==> src/rtl/slts_pkg.sv <==
package slts_pkg;

  localparam int unsigned MaxResults = 6;
  localparam int unsigned CountW     = $clog2(MaxResults + 1);

  localparam logic [7:0] CharSpace = 8'd32;
  localparam logic [7:0] CharTab   = 8'd9;
  localparam logic [7:0] CharNl    = 8'd10;
  localparam logic [7:0] CharSlash = 8'd47;
  localparam logic [7:0] CharUnder = 8'd95;

  // Action codes of an input item.
  localparam logic ActChar = 1'b0;
  localparam logic ActEol  = 1'b1;

  typedef struct packed {
    logic       action;
    logic [7:0] char_in;
  } in_item_t;

  typedef struct packed {
    logic [7:0] char_out;
    logic       last;
  } out_item_t;

  // All result bytes caused by one input item, packed from entry zero up.
  typedef struct packed {
    logic [MaxResults-1:0][7:0] bytes;
    logic [CountW-1:0]          count;
  } burst_t;

  function automatic logic is_word_byte(input logic [7:0] c);
    return ((c >= 8'd48) && (c <= 8'd57)) || ((c >= 8'd65) && (c <= 8'd90)) ||
           ((c >= 8'd97) && (c <= 8'd122)) || (c == CharUnder);
  endfunction

endpackage

==> src/rtl/slts_core.sv <==
module slts_core (
  input  logic              clk_i,
  input  logic              rst_ni,
  input  logic              fire_i,
  input  slts_pkg::in_item_t item_i,
  output slts_pkg::burst_t  burst_o
);

  logic in_comment_q, in_comment_d;
  logic slash_held_q, slash_held_d;
  logic held_first_q, held_first_d;
  logic line_start_q, line_start_d;
  logic content_q, content_d;
  logic last_space_q, last_space_d;

  logic [slts_pkg::MaxResults-1:0][7:0] cand_b;
  logic [slts_pkg::MaxResults-1:0]      cand_v;
  logic emit_slash, emit_c, c_spaced, slash_spaced, c_is_slash;
  logic chain_cs, chain_lws;

  assign c_is_slash   = (item_i.char_in == slts_pkg::CharSlash);
  assign emit_slash   = !in_comment_q && slash_held_q &&
                        ((item_i.action == slts_pkg::ActEol) || !c_is_slash);
  assign emit_c       = (item_i.action == slts_pkg::ActChar) && !in_comment_q && !c_is_slash;
  assign slash_spaced = !held_first_q;
  assign c_spaced     = !((!slash_held_q && line_start_q) ||
                          slts_pkg::is_word_byte(item_i.char_in));

  // Candidate slots: the held slash with its spaces, then the new byte with its spaces.
  always_comb begin
    cand_b[0] = slts_pkg::CharSpace;
    cand_b[1] = slts_pkg::CharSlash;
    cand_b[2] = slts_pkg::CharSpace;
    cand_b[3] = slts_pkg::CharSpace;
    cand_b[4] = item_i.char_in;
    cand_b[5] = slts_pkg::CharSpace;
    cand_v[0] = emit_slash && slash_spaced;
    cand_v[1] = emit_slash;
    cand_v[2] = emit_slash && slash_spaced;
    cand_v[3] = emit_c && c_spaced;
    cand_v[4] = emit_c;
    cand_v[5] = emit_c && c_spaced;
  end

  // Leading strip, space collapse and the end-of-line newline, compacting the kept bytes.
  always_comb begin
    logic [slts_pkg::CountW-1:0] pos;
    logic                        keep;
    pos       = '0;
    keep      = 1'b0;
    chain_cs  = content_q;
    chain_lws = last_space_q;
    burst_o.bytes = '0;
    for (int i = 0; i < slts_pkg::MaxResults; i++) begin
      if (cand_v[i]) begin
        if (chain_cs) begin
          keep = !((cand_b[i] == slts_pkg::CharSpace) && chain_lws);
        end else begin
          keep = !((cand_b[i] == slts_pkg::CharSpace) || (cand_b[i] == slts_pkg::CharTab));
        end
        if (keep) begin
          burst_o.bytes[pos] = cand_b[i];
          pos = pos + 1'b1;
          if (chain_cs) begin
            chain_lws = (cand_b[i] == slts_pkg::CharSpace);
          end else begin
            chain_cs  = 1'b1;
            chain_lws = 1'b0;
          end
        end
      end
    end
    if ((item_i.action == slts_pkg::ActEol) && chain_cs) begin
      burst_o.bytes[pos] = slts_pkg::CharNl;
      pos = pos + 1'b1;
    end
    burst_o.count = pos;
  end

  always_comb begin
    in_comment_d = in_comment_q;
    slash_held_d = slash_held_q;
    held_first_d = held_first_q;
    line_start_d = line_start_q;
    content_d    = chain_cs;
    last_space_d = chain_lws;
    if (item_i.action == slts_pkg::ActEol) begin
      in_comment_d = 1'b0;
      slash_held_d = 1'b0;
      held_first_d = 1'b0;
      line_start_d = 1'b1;
      content_d    = 1'b0;
      last_space_d = 1'b0;
    end else if (!in_comment_q) begin
      line_start_d = 1'b0;
      if (slash_held_q) begin
        in_comment_d = c_is_slash;
        slash_held_d = 1'b0;
        held_first_d = 1'b0;
      end else if (c_is_slash) begin
        slash_held_d = 1'b1;
        held_first_d = line_start_q;
      end
    end
  end

  always_ff @(posedge clk_i or negedge rst_ni) begin
    if (!rst_ni) begin
      in_comment_q <= 1'b0;
      slash_held_q <= 1'b0;
      held_first_q <= 1'b0;
      line_start_q <= 1'b1;
      content_q    <= 1'b0;
      last_space_q <= 1'b0;
    end else if (fire_i) begin
      in_comment_q <= in_comment_d;
      slash_held_q <= slash_held_d;
      held_first_q <= held_first_d;
      line_start_q <= line_start_d;
      content_q    <= content_d;
      last_space_q <= last_space_d;
    end
  end

`ifndef SYNTH
  a_comment_slash_excl: assert property (@(posedge clk_i) disable iff (!rst_ni)
    !(in_comment_q && slash_held_q))
    else $error("comment and held slash both set");

  a_eol_clears: assert property (@(posedge clk_i) disable iff (!rst_ni)
    fire_i && (item_i.action == slts_pkg::ActEol) |=>
      line_start_q && !in_comment_q && !slash_held_q && !content_q)
    else $error("end of line did not clear line state");

  a_held_first_only_held: assert property (@(posedge clk_i) disable iff (!rst_ni)
    held_first_q |-> slash_held_q)
    else $error("held slash flag without held slash");
`endif

endmodule

==> src/rtl/slts_drain.sv <==
module slts_drain (
  input  logic               clk_i,
  input  logic               rst_ni,
  input  logic               load_i,
  input  slts_pkg::burst_t   burst_i,
  output logic               room_o,
  output logic               out_valid_o,
  input  logic               out_ready_i,
  output slts_pkg::out_item_t out_item_o
);

  logic [slts_pkg::MaxResults-1:0][7:0] buf_q;
  logic [slts_pkg::CountW-1:0]          cnt_q;
  logic                                 out_fire;

  assign out_fire    = out_valid_o && out_ready_i;
  assign out_valid_o = (cnt_q != '0);
  assign room_o      = (cnt_q == '0) || ((cnt_q == slts_pkg::CountW'(1)) && out_ready_i);
  assign out_item_o.char_out = buf_q[0];
  assign out_item_o.last     = (cnt_q == slts_pkg::CountW'(1));

  always_ff @(posedge clk_i or negedge rst_ni) begin
    if (!rst_ni) begin
      cnt_q <= '0;
    end else if (load_i) begin
      cnt_q <= burst_i.count;
    end else if (out_fire) begin
      cnt_q <= cnt_q - 1'b1;
    end
  end

  always_ff @(posedge clk_i) begin
    if (load_i) begin
      buf_q <= burst_i.bytes;
    end else if (out_fire) begin
      for (int i = 0; i < slts_pkg::MaxResults - 1; i++) begin
        buf_q[i] <= buf_q[i+1];
      end
    end
  end

`ifndef SYNTH
  a_cnt_bound: assert property (@(posedge clk_i) disable iff (!rst_ni)
    cnt_q <= slts_pkg::CountW'(slts_pkg::MaxResults))
    else $error("result count beyond buffer depth");

  a_load_shows: assert property (@(posedge clk_i) disable iff (!rst_ni)
    load_i && (burst_i.count != '0) |=> out_valid_o)
    else $error("loaded burst not presented");

  a_drain_step: assert property (@(posedge clk_i) disable iff (!rst_ni)
    out_fire && !load_i |=> cnt_q == $past(cnt_q) - 1'b1)
    else $error("drain count did not step");

  a_no_overwrite: assert property (@(posedge clk_i) disable iff (!rst_ni)
    load_i |-> (cnt_q == '0) || ((cnt_q == slts_pkg::CountW'(1)) && out_fire))
    else $error("burst loaded over pending results");
`endif

endmodule

==> src/rtl/source_line_token_spacer_top.sv <==
// Source line token spacer. Send one item per source byte (action 0) and one
// item with action 1 at each end of line. Every byte other than a letter,
// digit or underscore is surrounded by single spaces unless it starts its
// line, comments starting at "//" are dropped, leading blanks are stripped,
// space runs collapse to one, and a kept line ends with a newline byte (10)
// while an empty line gives nothing. A "/" is held back until the next item
// shows whether it opens a comment. Each input item yields zero to five output
// items, and the last output item of an input item carries last = 1. An input
// item is taken in the cycle after the previous one whenever that one made at
// most one output item and the output side is not stalling; an input item
// that makes N output items (N >= 2) holds the input off until its last byte
// is leaving; the result buffer drains one byte per cycle when not stalled.
module source_line_token_spacer_top (
  input  logic                clk_i,
  input  logic                rst_ni,
  input  logic                in_valid_i,
  output logic                in_ready_o,
  input  slts_pkg::in_item_t  in_item_i,
  output logic                out_valid_o,
  input  logic                out_ready_i,
  output slts_pkg::out_item_t out_item_o
);

  // The whole per-item expansion is short logic that feeds the result buffer.
  slts_pkg::burst_t burst;
  logic             in_fire;

  assign in_fire = in_valid_i && in_ready_o;

  // Line state registers and the expansion of one item into its output bytes.
  slts_core u_core (
    .clk_i   (clk_i),
    .rst_ni  (rst_ni),
    .fire_i  (in_fire),
    .item_i  (in_item_i),
    .burst_o (burst)
  );

  // Result buffer: it is loaded when empty or while its final byte leaves.
  slts_drain u_drain (
    .clk_i       (clk_i),
    .rst_ni      (rst_ni),
    .load_i      (in_fire),
    .burst_i     (burst),
    .room_o      (in_ready_o),
    .out_valid_o (out_valid_o),
    .out_ready_i (out_ready_i),
    .out_item_o  (out_item_o)
  );

endmodule

==> config.mk <==
export PLATFORM = sky130hd
export DESIGN_NAME = source_line_token_spacer_top
export DESIGN_NICKNAME = d
export VERILOG_FILES = /design/src/rtl/slts_pkg.sv /design/src/rtl/slts_core.sv /design/src/rtl/slts_drain.sv /design/src/rtl/source_line_token_spacer_top.sv
export SDC_FILE = /design/constraint.sdc
export NUM_CORES = 1
export LEC_CHECK = 0
export BUFFER_PORTS_ARGS = -buffer_cell sky130_fd_sc_hd__buf_2
export CAP_MARGIN = 20
export CORE_UTILIZATION = 55
export CTS_CLUSTER_SIZE = 14
export DETAILED_ROUTE_END_ITERATION = 8
export PLACE_DENSITY = 0.76
export SYNTH_ARGS = -nofsm -noshare
export SYNTH_HDL_FRONTEND = slang
export SYNTH_SLANG_ARGS = --single-unit
==> constraint.sdc <==
create_clock -name clk_i -period 4 [get_ports clk_i]
set_clock_uncertainty 0.15 [all_clocks]
set_input_delay 0.2 -clock clk_i [delete_from_list [all_inputs] [get_ports clk_i]]
set_output_delay 0.2 -clock clk_i [all_outputs]
set_load 0.02 [all_outputs]
Word level (Yosys, flattened, before mapping)
Index checks and enable logic that the tools add are counted.
Widths: inputs -> output; s select.
{"block": "totals", "out_inout_bits": 11, "word_cells": 203, "regBits": 57}
{"block": "op_classes", "n_eq_ne": 6, "order_cmp": 18, "n_reduce_logical": 45, "addsub": 7, "mux": 98, "bitwise_logic": 16}
{"op": "$mux 48", "count": 11}
{"op": "$demux 8 s3", "count": 6}
{"op": "$and 42x42->42", "count": 3}
{"op": "$not 42->42", "count": 3}
{"op": "$mux 40", "count": 2}
{"op": "$mux 1", "count": 56}
{"op": "$mux 8", "count": 7}
{"op": "$bwmux 48", "count": 1}
{"op": "$mux 3", "count": 14}
{"op": "$and 36x36->36", "count": 1}
{"op": "$not 36->36", "count": 1}
{"op": "$or 5x30->30", "count": 1}
{"op": "$lt 3x4->1 const B", "count": 6}
{"op": "$logic_and 1x1->1", "count": 21}
{"op": "$add 3x1->3 const B", "count": 6}
{"op": "$and 3x18->18", "count": 1}
{"op": "$ge 3x1->1 const B", "count": 6}
{"op": "$not 18->18", "count": 1}
{"op": "$or 6x6->6", "count": 3}
{"op": "$eq 8x6->1 const B", "count": 2}
{"op": "$ge 8x7->1 const B", "count": 2}
{"op": "$le 8x7->1 const B", "count": 2}
{"op": "$or 12x12->12", "count": 1}
{"op": "$logic_not 1->1", "count": 11}
{"op": "15 further kinds", "count": 22}

Longest topological paths before layout
{"block": "depth", "word_depth": 39, "depth_mapped": 20, "depth_no_buf": 19}

By module
A second synthesis with hierarchy kept.
{"block": "unflattened", "hier_cells": 373, "area_unflattened_um2": 3923.8}
{"module": "slts_drain", "instances": 1, "cells_each": 127, "area_each_um2": 2214.6, "seq_area_each_um2": 1516.5}
{"module": "slts_core", "instances": 1, "cells_each": 245, "area_each_um2": 1702.9, "seq_area_each_um2": 151.4}
{"module": "source_line_token_spacer_top", "instances": 1, "cells_each": 1, "area_each_um2": 6.3, "seq_area_each_um2": 0.0}

Worst setup path before layout
Ideal clock, no wire load.
{"block": "synth_timing", "path_kind": "input to register", "startpoint": "in in_item_i[6] in the netlist's numbering", "endpoint": "reg u_drain.cnt_q[2] in the netlist's numbering", "arrival_ps": 4174, "setup_time_ps": 161, "slack_ps": -484, "cell_stages": 19, "n_path_buf": 1, "cell_sequence": "buf_2 > or4b_4 > o31ai_4 > or3_2 > ha_1 > xnor2_1 > ha_1 > a31oi_2 > inv_2 > ha_1 > mux2_4 > ha_1 > mux2i_4 > inv_1 > ha_1 > a21oi_1 > xnor2_1 > o21ai_0 > a21oi_1"}
{"block": "synth_via", "elab_chain_cells": 32, "word_cells_on_any_way": 82, "classes_between": "add/sub: 6; order compare: 6; eq/ne: 4; mux: 44; reduce/logical: 22"}
{"element": "start: declaration", "line_no": "source_line_token_spacer_top.sv:18", "source": "input slts_pkg::in_item_t in_item_i,"}
{"element": "branches (longest 30 deep; another with $add 3x1->3)"}
{"element": "$mux 3 *", "line_no": "slts_core.sv:73", "source": "if ((item_i.action == slts_pkg::ActEol) && chain_cs) begin"}
{"element": "$mux 3 *", "line_no": "slts_drain.sv:25", "source": "end else if (load_i) begin"}
{"element": "end signal: assignment", "line_no": "slts_drain.sv:26", "source": "cnt_q <= burst_i.count;"}
{"element": "end signal: assignment", "line_no": "slts_drain.sv:28", "source": "cnt_q <= cnt_q - 1'b1;"}
{"element": "end: declaration", "line_no": "slts_drain.sv:13", "source": "logic [slts_pkg::CountW-1:0] cnt_q;"}
Mark *: on every way between the ends. The select of a mux whose other input is x is not followed.
A chain may end at the register's enable or synchronous reset.

Final worst setup path
{"block": "layout_timing", "startpoint": "reg u_core.in_comment_q", "endpoint": "reg u_drain.buf_q, in the netlist u_drain.out_item_o[3] (data pin)"}
{"block": "layout_via", "elab_chain_cells": 36, "word_cells_on_any_way": 113, "classes_between": "add/sub: 5; order compare: 12; mux: 68; bitwise: 9; reduce/logical: 19"}
{"element": "start: declaration", "line_no": "slts_core.sv:9", "source": "logic in_comment_q, in_comment_d;"}
{"element": "start signal: assignment", "line_no": "slts_core.sv:116", "source": "in_comment_q <= in_comment_d;"}
{"element": "$logic_not 1->1 *", "line_no": "slts_core.sv:22, slts_core.sv:24"}
{"element": "branches (longest 33 deep; another with $add 3x1->3)"}
{"element": "$mux 48 *", "line_no": "slts_core.sv:73"}
{"element": "$mux 40 *", "line_no": "slts_drain.sv:33", "source": "if (load_i) begin"}
{"element": "end signal: assignment", "line_no": "slts_drain.sv:34", "source": "buf_q <= burst_i.bytes;"}
{"element": "end signal: indexed assignment", "line_no": "slts_drain.sv:37", "source": "buf_q[i] <= buf_q[i+1];"}
{"element": "end: declaration", "line_no": "slts_drain.sv:12", "source": "logic [slts_pkg::MaxResults-1:0][7:0] buf_q;"}
Marks and branches as above.

==> out/metrics.cfg <==
[layout]
fillers = 494
postLayoutCellArea_um2 = 4470
fin_nets = 461
post-route-util_pct = 70.3
drive_gt1_share_pct = 32.4
syn2layout_area_growth_pct = 22.7
multi_input_area_um2 = 1910
seq_area_um2 = 1670
diodes = 0

[sta]
fin_tns_setup_ps = 0
final_max_slew_viol_count = 0
slew_headroom_pct = 32.7
setup_viol = 0
tightest_slew_ps = 1010
fin_crit_ps = 3930
hold_viol = 0
timing.final.ws_setup_ps = 74.4
period_share_pct = 98.1
clock.fmax_mhz = 255
rsz0062_at_grt = true

[die]
rows = 29
ios = 24
dieWidth_um = 83.3
start_util_pct = 57.3
die-area_um2 = 6940
die_y_um = 83.3
coreArea_um2 = 6350

[yosys]
syn_inst = 374
syn_nets = 398
ys_seq_elements = 57
synth_edf_count = 48
synthFlopType = edfxtp_1
syn_area_per_cell_um2 = 9.73
yosysWarnings = 0
yosys-top-cells-count = 50 x nand2_1, 48 x edfxtp_1, 39 x o21ai_0, 36 x nor2_1
synth_top_cell_by_area = edfxtp_1
synthMostInstantiatedCell = nand2_1
synth_area_um2 = 3640
ys_types = 72
ys_seq_area_share_pct = 45.8
synth_area_leaders = edfxtp_1 40%, dfrtp_1 5.5%, o21ai_0 5.4%, nand2_1 5.2%, ha_1 3.8%
synth_async_sr_flop_share_pct = 15.8
netlist.area_leader.share_pct = 39.6

[grt]
antenna_found_initial = 0
grt_max_degree = 47
globalRouteTotalUtil_pct = 25.3
overflow = 0
grt_pass1_wl_um = 13800
top_usage_layer = met2
met3_usage_pct = 4.17
gr-usage-met2_pct = 42.5
first_global_vias = 3018
use_met1_pct = 31.7

[clocking]
cts_root_buffer = clkbuf_8
clk_path_buf_depth = 2
clock_latency_ps = 350
cts.clk_slew.worst_paths_ps = 70
cts_tree = yes
numClockSinks = 57
numCtsBuffers = 9
cts_max_level = 3

[power]
powerDensity_nw_per_um2 = 518
p_int_uw = 1500
swShare_pct = 35.2
clock_power_share_pct = 23.0
ir_worst_vdd_v = 0.000480
power.switching_uw = 813
p_leak_uw = 0.00183
seqPwrFrac_pct = 40.5
pwr-share-comb_pct = 36.6
total_power_uw = 2310

[critical_path]
cp.required_ps = 3950
cp-end-kind = flop
cp_max_fo = 5
crit_path_start_kind = flop
crit_top_cell = ha_4
critical_path_class = flop to flop
cp_slowest_cell = dfrtp_1
cp_cell_sequence = and2b_2 -> o31ai_4 -> or3_4 -> ha_4 -> xnor2_4 -> ha_4 -> a31oi_4 -> inv_2 -> ha_4 -> and3_4 -> a32oi_4 -> xor2_2 -> nand4b_1 -> a31oi_2 -> nand2_2 -> a32o_1
cp.arrival_ps = 3870
cpPeakStageDelay_ps = 380

[detailed_routing]
routed-via-count = 3028
drc_errors = 0
avgViaCountPerCell = 5.83
drt-initial-drc-count = 195
first_pass_iters = 4
drtAntennaViolNets = 0
wl_per_cell_um = 16.3
wl_um = 8460

[min_path]
hp-class = input port to flop

[place]
dp_hpwl_um = 6050
numPortBuffers = 23
preCtsSetupSlack_ps = -255
gp_congestion = 0.943
dpl_cell_area_um2 = 4150

[run_status]
status = completed

[run]
maxCapViolations = 0

flip-flops by register name, summed over array words and instances, names as in the netlist:
signal	cells
u_drain.out_item_o	8
u_core.held_first_q	1
u_core.last_space_q	1
u_core.in_comment_q	1
u_core.content_q	1
u_core.slash_held_q	1
u_drain.cnt_q	3
u_drain.buf_q	40
u_core.line_start_q	1
worst paths after layout:
| path | start | to | slack (ps) | depth (start not counted) |
|---|---|---|---|---|
| max in group asynchronous | rst_ni | u_core.line_start_q$_DFFE_PN1P_ | 3360 | 2 |
| min | in_item_i[8] | u_core.in_comment_q$_DFFE_PN0P_ | 30 | 2 |
| min in group asynchronous | rst_ni | u_core.content_q$_DFFE_PN0P_ | 90 | 2 |
| max reg2reg | u_core.in_comment_q$_DFFE_PN0P_ | u_drain.out_item_o[3]$_DFFE_PP_ | 70 | 16 |
| max | u_core.in_comment_q$_DFFE_PN0P_ | u_drain.out_item_o[3]$_DFFE_PP_ | 70 | 16 |
| min reg2reg | u_core.line_start_q$_DFFE_PN1P_ | u_core.line_start_q$_DFFE_PN1P_ | 370 | 2 |
area by class of cell:
class,count,area share (%)
Clock buffer,9,2.77
Tap cell,77,2.16
Sequential cell,57,37.3
Clock inverter,7,1.57
Timing Repair Buffer,77,11.7
Multi-Input combinational cell,274,42.8
Inverter,18,1.63
power by group through the flow:
stage          combinational (uW)  clock, uW  sequential, uW
2_1_floorplan                 635          0             929
3_3_place_gp                  799          0             938
3_5_place_dp                  833          0             948
4_1_cts                       839        540             937
5_1_grt                       931        561             953
6_report                      845        531             936
timing repair:
action                                 CTS  global route
pin swaps                                0            10
endpoints found under the hold margin    9             0
resized for setup                        1             9
buffers inserted                         0             4
setup endpoints to repair                2            17
hold buffers                             1             0
cell usage in the layout, fill, tap and decap left out, types with 3 or more instances in the layout:
cell type / count
inv_2: 3
edfxtp_1: 48
a211oi_1: 5
xnor2_2: 3
a21oi_1: 13
inv_1: 13
dfrtp_1: 8
a31oi_2: 3
nand2_1: 49
a22o_1: 5
a31oi_1: 5
nor2_1: 36
clkbuf_8: 9
o31ai_1: 3
mux2i_1: 3
o21ai_0: 37
a221oi_1: 3
buf_2: 23
clkinvlp_4: 3
ha_1: 5
and2_2: 3
nand3_1: 9
nand2_2: 3
ha_4: 6
buf_4: 53
a21o_1: 4
xnor2_1: 3
o21ai_1: 3
and2_1: 14
layer usage:
layer  routed length (um)  part of all wire [%]  up-vias
met3                  396                   4.7       14
li1                     -                     -     1475
met2                 4210                    50       97
met1                 3710                    44     1442
met4                  143                   1.7        0
met5                    0                     0        -
cells by family (layout without fill, tap and decap cells):
group | count (synthesis) | count (layout) | synth area share [%]
compound gates | 106 | 106 | 20.2
xor+xnor | 10 | 10 | 3.03
fa+ha+maj | 11 | 11 | 3.78
buf+inv | 43 | 111 | 5.98
flops | 57 | 57 | 45.8
mux | 6 | 6 | 2.17
simple gates | 141 | 141 | 19.0
critical path, delay by kind of cell (launching register included):
family	cells	cell delay, ps
XOR/XNOR	2	340
buffers and inverters	1	70
AO/OA/AOI/OAI	5	1010
flip-flops	1	380
adder cells (fa/ha/maj)	3	730
AND/OR/NAND/NOR	5	990
metrics by stage:
stage          std cells  hold slack (ps)
2_1_floorplan        374             -246
3_3_place_gp         498            -76.8
3_5_place_dp         498            -75.9
4_1_cts              515             8.56
5_1_grt              519             32.0
6_report             519             27.1
No activity file was read; power rests on OpenSTA's default activity.
